==> src/hdl/srda_div_cell.sv <==
module srda_div_cell #(
  parameter int unsigned DW = 16,
  parameter int unsigned NW = 16,
  parameter int unsigned QW = 16,
  parameter int unsigned SW = 8
) (
  input  logic          clk_i,
  input  logic          rst_ni,
  input  logic          en_i,
  input  logic          valid_i,
  input  logic [DW-1:0] rem_i,
  input  logic [NW-1:0] num_i,
  input  logic [DW-1:0] den_i,
  input  logic [QW-1:0] quo_i,
  input  logic [SW-1:0] side_i,
  output logic          valid_o,
  output logic [DW-1:0] rem_o,
  output logic [NW-1:0] num_o,
  output logic [DW-1:0] den_o,
  output logic [QW-1:0] quo_o,
  output logic [SW-1:0] side_o
);

  logic [DW:0]   r2;
  logic [DW:0]   diff;
  logic          ge;
  logic [DW-1:0] rem_d;

  // one quotient bit of restoring division
  assign r2    = {rem_i, num_i[NW-1]};
  assign ge    = r2 >= {1'b0, den_i};
  assign diff  = r2 - {1'b0, den_i};
  assign rem_d = ge ? diff[DW-1:0] : r2[DW-1:0];

  always_ff @(posedge clk_i or negedge rst_ni) begin
    if (!rst_ni) begin
      valid_o <= 1'b0;
    end else if (en_i) begin
      valid_o <= valid_i;
    end
  end

  always_ff @(posedge clk_i) begin
    if (en_i) begin
      rem_o  <= rem_d;
      num_o  <= num_i << 1;
      den_o  <= den_i;
      quo_o  <= {quo_i[QW-2:0], ge};
      side_o <= side_i;
    end
  end

endmodule

==> config.mk <==
export PLATFORM = sky130hd
export DESIGN_NAME = srda_div_cell
export DESIGN_NICKNAME = d
export VERILOG_FILES = /design/src/hdl/srda_div_cell.sv
export SDC_FILE = /design/constraint.sdc
export NUM_CORES = 1
export LEC_CHECK = 0
export BUFFER_PORTS_ARGS = -buffer_cell sky130_fd_sc_hd__buf_2
export CORE_MARGIN = 2
export CORE_UTILIZATION = 40
export CTS_CLUSTER_DIAMETER = 120
export DETAILED_ROUTE_END_ITERATION = 6
export PLACE_DENSITY = 0.8
export SETUP_SLACK_MARGIN = 0.2
export SLEW_MARGIN = 20
export SYNTH_ARGS = -nofsm -noshare
export SYNTH_HDL_FRONTEND = slang
export SYNTH_SLANG_ARGS = --single-unit
==> constraint.sdc <==
create_clock -name clk_i -period 1.4 [get_ports clk_i]
set_clock_uncertainty 0.2 [all_clocks]
set_input_delay 0.28 -clock clk_i [delete_from_list [all_inputs] [get_ports clk_i]]
set_output_delay 0.28 -clock clk_i [all_outputs]
set_load 0.01 [all_outputs]
==> impl_metrics.py, run 1 <==
metrics = {
    "floorplanning": {
        "core.rowCount": 33,
        "start_util": 0.4091,
        "design.core.area_mm2": 0.008175,
        "die_h_um": 95.44,
        "io_pins": 149,
        "die_x_um": 95.44,
        "die_area_mm2": 0.009109,
    },
    "synth": {
        "ys_warn_count": 0,
        "synth.avg_cell_area_um2": 14.48,
        "syn_nets": 324,
        "synth_area_leader_cell": "edfxtp_1",
        "ys_top_cells_by_area": "edfxtp_1, ha_1, mux2_4",
        "ys_ff_latch": 72,
        "synth_top_area_frac": 0.6375,
        "ys_types": 46,
        "ys_seq_area_frac": 0.6450,
        "synth_edf_count": 71,
        "syn_inst": 231,
        "async_flop_share": 0.01389,
        "syn_area_mm2": 0.003344,
        "synth-main-ff-cell": "edfxtp_1",
    },
    "clock_tree": {
        "cts_tree": "built",
        "cts_root_buf": "clkbuf_8",
        "clk_pin_slew_ns": 0.08,
        "insertion_delay_ns": 0.35,
        "clock_sinks": 72,
        "htree_levels": 3,
        "cts_buffers": 9,
        "clk_path_buf_depth": 2,
    },
    "grt": {
        "grt.total_usage": 0.2154,
        "grt_pass1_wl_mm": 14.40,
        "grt_max_degree": 34,
        "gr-total-overflow": 0,
        "antenna_found_initial": 0,
        "grt_pass1_vias": 2940,
    },
    "placement": {
        "numPortBuffers": 146,
        "placed_cell_area_mm2": 0.004683,
        "dp_hpwl_mm": 6.620,
        "gp_congestion": 0.8112,
    },
    "timing": {
        "hold_viol": 0,
        "slew_violations": 0,
        "fmax_ghz": 0.4473,
        "rsz0062_at_grt": "true",
        "whs_ns": 0.05193,
        "fin_crit_ns": 2.236,
        "final-setup-viol-count": 17,
        "finalSetupTns_ns": -13.17,
        "period_share": 1.597,
        "layout_setup_ws_ns": -0.8358,
    },
    "layout": {
        "diodes": 0,
        "final_util": 0.7198,
        "regArea_mm2": 0.002157,
        "fillers": 538,
        "layout-drive-gt1-share": 0.5462,
        "areaGrowthSynthToFinish_pct": 75.94,
        "postLayoutCellArea_mm2": 0.005884,
        "final_nets": 597,
        "multi_input_area_mm2": 0.001264,
    },
    "outcome": {
        "status": "finished with violations",
        "violations": "setup timing",
    },
    "detailed_routing": {
        "drt-initial-drc-count": 195,
        "ant_nets": 0,
        "wirelength_mm": 10.56,
        "drtPass1Iterations": 4,
        "drc": 0,
        "vias": 3001,
        "viasPerCell": 4.888,
        "wl_per_cell_um": 17.20,
    },
    "setup_path": {
        "worstSetupStartpointType": "input pin",
        "crit_type": "in -> reg",
        "crit_fanout": 6,
        "cp.arrival_ns": 2.13,
        "required_ns": 1.29,
        "timing.critical_path.to_type": "flip-flop",
    },
    "hold_path": {
        "hold_class": "in -> reg",
    },
    "power": {
        "power_density_mw_per_mm2": 1009,
        "ir_worst_vdd_v": 0.0004508,
        "power_w": 0.005935,
        "p_leak_nw": 2.632,
    },
    "run": {
        "maxCapViolations": 0,
    },
}
## state kept, by name, summed over array words and instances (netlist names)
register and cells:
side_o 8, num_o 15, valid_o 1, quo_o 16, den_o 16, rem_o 16
## placed cells by master, fill, tap and decap left out, drive strengths merged, types with 2 or more instances in the layout
cell type,count
dlygate4sd3,56
o21a,2
a211oi,2
a21o,3
xor2,4
edfxtp,71
a41o,2
inv,25
xnor2,8
nand4,3
nand2,13
and3,2
o21bai,4
a21oi,10
nand3,3
mux2i,3
ha,16
o21ai,9
a31oi,4
a211o,2
mux2,13
clkinv,4
nor2,9
clkbuf,10
buf,213
## layout make-up
cell class	instances	area share
clock buffers	10	0.02169
well taps	105	0.02233
multi-input cells	127	0.2148
clock inverters	6	0.01021
inverters	25	0.02190
flip-flops and latches	72	0.3666
repair buffers	269	0.3425
## critical path, cell delays in order
cell	delay (ns)
buf_8	0.09
inv_12	0.03
ha_4	0.22
a21o_1	0.15
a211o_1	0.27
a41o_1	0.25
a31oi_4	0.16
o21a_4	0.19
inv_8	0.05
buf_8	0.13
mux2_4	0.29
## synth_stat cells (all sizes together) (2+ instances only)
library cell,n
mux2i,3
a211o,2
clkbuf,4
o21ai,9
buf,3
nand2,13
a41o,2
ha,16
a211oi,2
o21a,2
xor2,4
edfxtp,71
mux2,13
inv,25
and3,2
nor2,9
a21o,3
xnor2,8
o21bai,4
nand3,3
a21oi,10
a31oi,4
nand4,3
## path summary, 6_finish.rpt
kind,startpoint,to,slack [ns],depth (start not counted)
min in group asynchronous,rst_ni,valid_o,0.06,2
worst min register to register,valid_o,valid_o,0.41,2
max in group asynchronous,rst_ni,valid_o,0.86,2
worst min-delay path,rem_i[1],rem_o[2],0.05,2
worst max-delay path,den_i[14],rem_o[5],-0.84,11
worst max register to register,valid_o,valid_o,0.33,2
## power breakdown
part	switching, W	internal, W
registers	0.0000717	0.00262
logic	0.000719	0.000922
clock network	0.000790	0.000814
## repair_timing
item	CTS	global route
gates resized for setup	38	29
endpoints found under the hold margin	55	1
pin swaps	13	9
hold buffers	55	1
endpoints found under the setup margin	89	89
setup buffers	12	7
## cell families (layout without fill, tap and decap cells)
logic type / Yosys count / count (layout) / share of synthesized area
AND/OR/NAND/NOR: 36 / 36 / 0.05238
multiplexers: 16 / 16 / 0.06173
flip-flops: 72 / 72 / 0.6450
other: 1 / 1 / 0.001121
XOR/XNOR: 12 / 12 / 0.03143
buffers and inverters: 32 / 310 / 0.04490
AO/OA/AOI/OAI: 45 / 45 / 0.09765
adder cells (fa/ha/maj): 17 / 17 / 0.06584
## through the flow
| step | instances | setup WS, ns |
|---|---|---|
| floorplan | 231 | -1.136 |
| global placement | 523 | -1.193 |
| detailed placement | 523 | -1.317 |
| CTS | 606 | -0.7955 |
| global route | 614 | -0.8850 |
| finish | 614 | -0.8358 |
## metal layers
layer | vias to the layer above | part of all wire | track usage
li1 | 1406 | - | -
met1 | 1444 | 0.37 | 0.2280
met2 | 131 | 0.54 | 0.4038
met3 | 20 | 0.075 | 0.06245
met4 | 0 | 0.022 | 0.07738
met5 | - | 0 | 0
(Power assumes the default switching activity.)
==> run 2, diff against run 1 <==
==> constraint.sdc (replaced) <==
create_clock -name clk_i -period 1.4 [get_ports clk_i]
set_clock_uncertainty 0.2 [all_clocks]
set_input_delay 0.14 -clock clk_i [delete_from_list [all_inputs] [get_ports clk_i]]
set_output_delay 0.14 -clock clk_i [all_outputs]
set_load 0.01 [all_outputs]
==> impl_metrics.py, run 2 (synthesized netlist as in run 1, its figures left out) <==
metrics = {
    "floorplanning": {
        "die_area_mm2": 0.009109,
        "core.rowCount": 33,
        "die_x_um": 95.44,
        "design.core.area_mm2": 0.008175,
        "io_pins": 149,
        "die_h_um": 95.44,
        "start_util": 0.4091,
    },
    "hold_path": {
        "min_from": "den_i[0]",
        "holdPathEnd": "rem_o[0]",
        "hold_class": "in -> reg",
        "min_path_cells": 3,
    },
    "outcome": {
        "violations": "setup timing",
        "status": "finished with violations",
    },
    "timing": {
        "hold_viol": 0,
        "final-setup-viol-count": 17,
        "fin_crit_ns": 2.030,
        "fmax_ghz": 0.4925,
        "slew_violations": 0,
        "rsz0062_at_grt": "true",
        "period_share": 1.450,
        "layout_setup_ws_ns": -0.6303,
    },
    "clock_tree": {
        "clock_sinks": 72,
        "cts_tree": "built",
        "htree_levels": 3,
        "insertion_delay_ns": 0.36,
        "clk_pin_slew_ns": 0.08,
        "cts_buffers": 9,
        "cts_root_buf": "clkbuf_8",
        "clk_path_buf_depth": 2,
    },
    "placement": {
        "numPortBuffers": 146,
        "dp_hpwl_mm": 6.390,
        "dp_cells": 522,
        "gp_congestion": 0.8063,
    },
    "detailed_routing": {
        "viasPerCell": 4.955,
        "drt-initial-drc-count": 180,
        "drc": 0,
        "wirelength_mm": 11.31,
        "wl_per_cell_um": 18.10,
        "vias": 3097,
        "ant_nets": 0,
        "drtPass1Iterations": 4,
    },
    "grt": {
        "grt.total_usage": 0.2246,
        "antenna_found_initial": 0,
        "grt_max_degree": 33,
        "gr-total-overflow": 0,
        "grt_pass1_wl_mm": 15.26,
        "grt_pass1_vias": 3015,
    },
    "layout": {
        "layoutNonFillerInstCount": 625,
        "final_nets": 608,
        "layout-drive-gt1-share": 0.5327,
        "areaGrowthSynthToFinish_pct": 81.11,
        "top_regs": "den_o x16, quo_o x16, rem_o x16",
        "final_cell_mix": "buf_2, dlygate4sd3_1, edfxtp_1",
        "fillers": 502,
        "diodes": 0,
        "final_common_cell": "buf_2",
    },
    "setup_path": {
        "worstSetupStartpointType": "input pin",
        "regToRegSetupSlack_ns": 0.30,
        "crit_fanout": 6,
        "timing.critical_path.to_type": "flip-flop",
        "crit_type": "in -> reg",
        "worstRegToRegCells": 2,
        "cp.arrival_ns": 1.93,
        "regToRegEndpoint": "valid_o",
        "r2r_start": "valid_o",
        "required_ns": 1.30,
    },
    "power": {
        "ir_worst_vdd_v": 0.0005497,
        "p_leak_nw": 2.689,
        "power_w": 0.006260,
        "power_density_mw_per_mm2": 1034,
    },
    "run": {
        "maxCapViolations": 0,
    },
}
[run 2: cell count changes in the layout (fill, tap and decap cells not counted), moves of 2 or more]
cell,delta
ha_4,+2
buf_8,-3
dlygate4sd3_1,+16
buf_4,-4
buf_2,-4
buf_6,+5
inv_6,+3
[run 2: stage by stage]
step | setup TNS [ns] | area (um2) | hold WS [ns] | worst slack (ns) | utilization
2_1_floorplan | -14.45 | 3497 | -0.3556 | -0.9958 | -
3_5_place_dp | -17.29 | 4676 | -0.2846 | -1.125 | 0.5719
3_3_place_gp | -16.51 | 4676 | -0.2855 | -1.057 | 0.5719
6_report | -9.875 | 6057 | 0.03274 | -0.6303 | 0.7409
4_1_cts | -9.695 | 5887 | 0.01565 | -0.6207 | 0.7201
5_1_grt | -10.74 | 6057 | 0.03019 | -0.6829 | 0.7409
[run 2: how the worst max path moves through the flow]
stage / startpoint / to / slack [ns] / cells past startpoint
finish: den_i[14] / rem_o[12] / -0.63 / 10
global route: den_i[14] / rem_o[9] / -0.68 / 10
CTS: den_i[14] / rem_o[9] / -0.62 / 10
detailed placement: den_i[3] / rem_o[2] / -1.12 / 10
global placement: den_i[3] / rem_o[4] / -1.06 / 10
floorplan: den_i[14] / rem_o[10] / -1.0 / 11
[run 2: per-layer routing]
metal | share of wire | vias up | global-route usage
li1 | - | 1426 | -
met1 | 0.38 | 1494 | 0.2481
met2 | 0.53 | 150 | 0.4161
met3 | 0.071 | 27 | 0.05850
met4 | 0.027 | 0 | 0.07619
met5 | 0 | - | 0
[run 2: where the power goes]
group	leakage [nW]	total (W)	internal, W	switching (W)
Sequential	0.707	0.00270	0.00262	0.0000807
Clock	0.107	0.00189	0.00102	0.000873
Combinational	1.87	0.00167	0.000942	0.000732
Total	2.69	0.00626	0.00458	0.00168
[run 2: final cells by class]
class | count | area, um2 | share of cell area
inverters | 25 | 128.9 | 0.02128
repair inverters | 1 | 8.758 | 0.001446
clock buffers | 10 | 127.6 | 0.02107
multi-input cells | 127 | 1276 | 0.2107
flip-flops and latches | 72 | 2157 | 0.3561
repair buffers | 279 | 2137 | 0.3528
clock inverters | 6 | 90.09 | 0.01487
well taps | 105 | 131.4 | 0.02169
[run 2: what timing repair did]
item | CTS | global route
buffers inserted | 12 | 2
hold endpoints to repair | 75 | 6
pin swaps | 22 | 3
resized for setup | 47 | 26
hold buffers | 71 | 2
cloned | 1 | 0
setup endpoints to repair | 74 | 96
[run 2: critical path, cell delays in order]
cell and delay (ns):
buf_12 0.11, inv_12 0.04, ha_4 0.19, a21o_1 0.15, a211o_1 0.27, a41o_1 0.26
a31oi_4 0.18, o21a_4 0.23, inv_6 0.07, mux2_4 0.30
==> run 3, diff against run 2 <==
--- a/config.mk
+++ b/config.mk
@@ -5,12 +5,12 @@
 export SDC_FILE = /design/constraint.sdc
 export NUM_CORES = 1
 export LEC_CHECK = 0
-export BUFFER_PORTS_ARGS = -buffer_cell sky130_fd_sc_hd__buf_2
 export CORE_MARGIN = 2
 export CORE_UTILIZATION = 40
 export CTS_CLUSTER_DIAMETER = 120
 export DETAILED_ROUTE_END_ITERATION = 6
-export PLACE_DENSITY = 0.8
+export DONT_BUFFER_PORTS = 1
+export PLACE_DENSITY = 0.64
 export SETUP_SLACK_MARGIN = 0.2
 export SLEW_MARGIN = 20
 export SYNTH_ARGS = -nofsm -noshare
==> impl_metrics.py, run 3 (synthesized netlist as in run 1, its figures left out) <==
metrics = {
    "power": {
        "p_int_w": 0.004116,
        "ir_worst_vdd_v": 0.0005062,
        "power_density_mw_per_mm2": 1099,
        "switchingPower_w": 0.001442,
        "p_leak_nw": 2.011,
        "sw_frac_of_total": 0.2595,
        "seq_power_share": 0.509,
        "power_frac_clock": 0.301,
        "comb_power_share": 0.190,
    },
    "placement": {
        "dp_hpwl_mm": 5.753,
        "gp_congestion": 0.8589,
        "dp_cells": 375,
        "numPortBuffers": 0,
    },
    "floorplanning": {
        "core.rowCount": 33,
        "die_h_um": 95.44,
        "die_area_mm2": 0.009109,
        "start_util": 0.4091,
        "design.core.area_mm2": 0.008175,
        "die_x_um": 95.44,
        "io_pins": 149,
    },
    "timing": {
        "whs_ns": -0.3255,
        "fin_crit_ns": 1.931,
        "final-setup-viol-count": 17,
        "hold_viol": 76,
        "fmax_ghz": 0.5179,
        "layout_setup_ws_ns": -0.5309,
        "finalSetupTns_ns": -7.974,
        "rsz0062_at_grt": "true",
        "period_share": 1.379,
        "slew_violations": 0,
    },
    "setup_path": {
        "cp_slowest_stage_delay_ns": 0.29,
        "worstSetupStartpointType": "input pin",
        "worstPathCellList": "inv_12, ha_4, a21o_1, a211o_1, a41o_1, a31oi_4, o21a_4, inv_4, mux2_4",
        "crit_fanout": 6,
        "timing.critical_path.to_type": "flip-flop",
        "cp_slowest_cell": "mux2_4",
        "cp.arrival_ns": 1.84,
        "cpLargestDelayFamily": "compound AO/OA/AOI/OAI gates",
        "required_ns": 1.31,
        "path_buf_inv": 2,
        "crit_type": "in -> reg",
    },
    "clock_tree": {
        "cts_root_buf": "clkbuf_8",
        "insertion_delay_ns": 0.35,
        "clock_sinks": 72,
        "cts_tree": "built",
        "ctsHoldBuffers": 69,
        "cts_buffers": 9,
        "htree_levels": 3,
        "clk_pin_slew_ns": 0.09,
        "clk_path_buf_depth": 2,
    },
    "layout": {
        "fillers": 635,
        "areaGrowthSynthToFinish_pct": 51.22,
        "final_nets": 455,
        "diodes": 0,
        "top_regs": "den_o x16, quo_o x16, rem_o x16",
        "layoutNonFillerInstCount": 472,
        "final_common_cell": "edfxtp_1",
        "final_cell_mix": "edfxtp_1, dlygate4sd3_1, buf_4",
        "layout-drive-gt1-share": 0.3379,
    },
    "run": {
        "maxCapViolations": 0,
    },
    "grt": {
        "gr-total-overflow": 0,
        "grt_max_degree": 73,
        "grt.total_usage": 0.1818,
        "antenna_found_initial": 0,
        "grt_pass1_wl_mm": 12.02,
        "grt_pass1_vias": 2398,
    },
    "detailed_routing": {
        "viasPerCell": 5.025,
        "vias": 2372,
        "ant_nets": 0,
        "wl_per_cell_um": 18.07,
        "drtPass1Iterations": 4,
        "wirelength_mm": 8.531,
        "drt-initial-drc-count": 92,
        "drc": 0,
    },
    "outcome": {
        "status": "finished with violations",
        "violations": "hold timing, setup timing",
    },
    "hold_path": {
        "hold_class": "in -> reg",
    },
}
-- run 3: cell count changes in the layout (fill, tap and decap cells not counted), moves of 2 or more --
cell | previous run | this run
dlygate4sd3_1 | 72 | 69
buf_2 | 118 | 0
inv_6 | 3 | 1
buf_6 | 30 | 3
nor2_2 | 2 | 0
buf_12 | 3 | 0
nor2_1 | 7 | 9
inv_2 | 5 | 2
clkinv_4 | 0 | 2
-- run 3: timing repair --
action                     CTS  global route
pin swaps                   15             8
gates cloned                 1             0
hold endpoints to repair   143            76
resized for setup           27            13
setup endpoints to repair   17            18
setup buffers                7             4
-- run 3: power by group through the flow --
stage / clock [W] / combinational (W) / sequential [W]
6_report: 0.00167 / 0.00105 / 0.00283
3_3_place_gp: 0 / 0.000752 / 0.00288
2_1_floorplan: 0 / 0.000537 / 0.00284
5_1_grt: 0.00180 / 0.00115 / 0.00285
3_5_place_dp: 0 / 0.000769 / 0.00288
4_1_cts: 0.00173 / 0.00102 / 0.00284
-- run 3: worst paths after layout --
check                      cells after the start      start   endpoint  slack [ns]
min reg2reg                                    1    valid_o    valid_o        0.41
min                                            0   den_i[0]   den_o[0]       -0.33
min in group asynchronous                      2     rst_ni    valid_o        0.34
max                                            9  den_i[14]  rem_o[11]       -0.53
max in group asynchronous                      2     rst_ni    valid_o        0.55
max reg2reg                                    1    valid_o    valid_o        0.39
-- run 3: through the flow --
stage / total power (W) / instance area [um2] / util / setup slack, ns / hold slack [ns]
after CTS: 0.005586 / 4985 / 0.6097 / -0.5140 / -0.3497
after detailed placement: 0.003652 / 3910 / 0.4783 / -1.059 / -0.3556
after global placement: 0.003630 / 3910 / 0.4783 / -0.9809 / -0.3556
final: 0.005558 / 5057 / 0.6186 / -0.5309 / -0.3255
after global routing: 0.005799 / 5057 / 0.6186 / -0.5491 / -0.3536
after floorplan: 0.003373 / 3497 / - / -0.9958 / -0.3556
-- run 3: metal layers --
metal | up-vias | wire, um | global-route usage
li1 | 1121 | - | -
met1 | 1130 | 3496 | 0.2048
met2 | 110 | 4118 | 0.3069
met3 | 11 | 824 | 0.06957
met4 | 0 | 92 | 0.07976
met5 | - | 0 | 0
-- run 3: layout make-up --
cell class / count / area, um2 / share of cell area
Sequential cell: 72 / 2157 / 0.4265
Multi-Input combinational cell: 127 / 1287 / 0.2546
Timing Repair Buffer: 126 / 1130 / 0.2234
Inverter: 25 / 148.9 / 0.02944
Tap cell: 105 / 131.4 / 0.02598
Clock buffer: 10 / 127.6 / 0.02523
Clock inverter: 6 / 68.82 / 0.01361
Timing Repair inverter: 1 / 6.256 / 0.001237
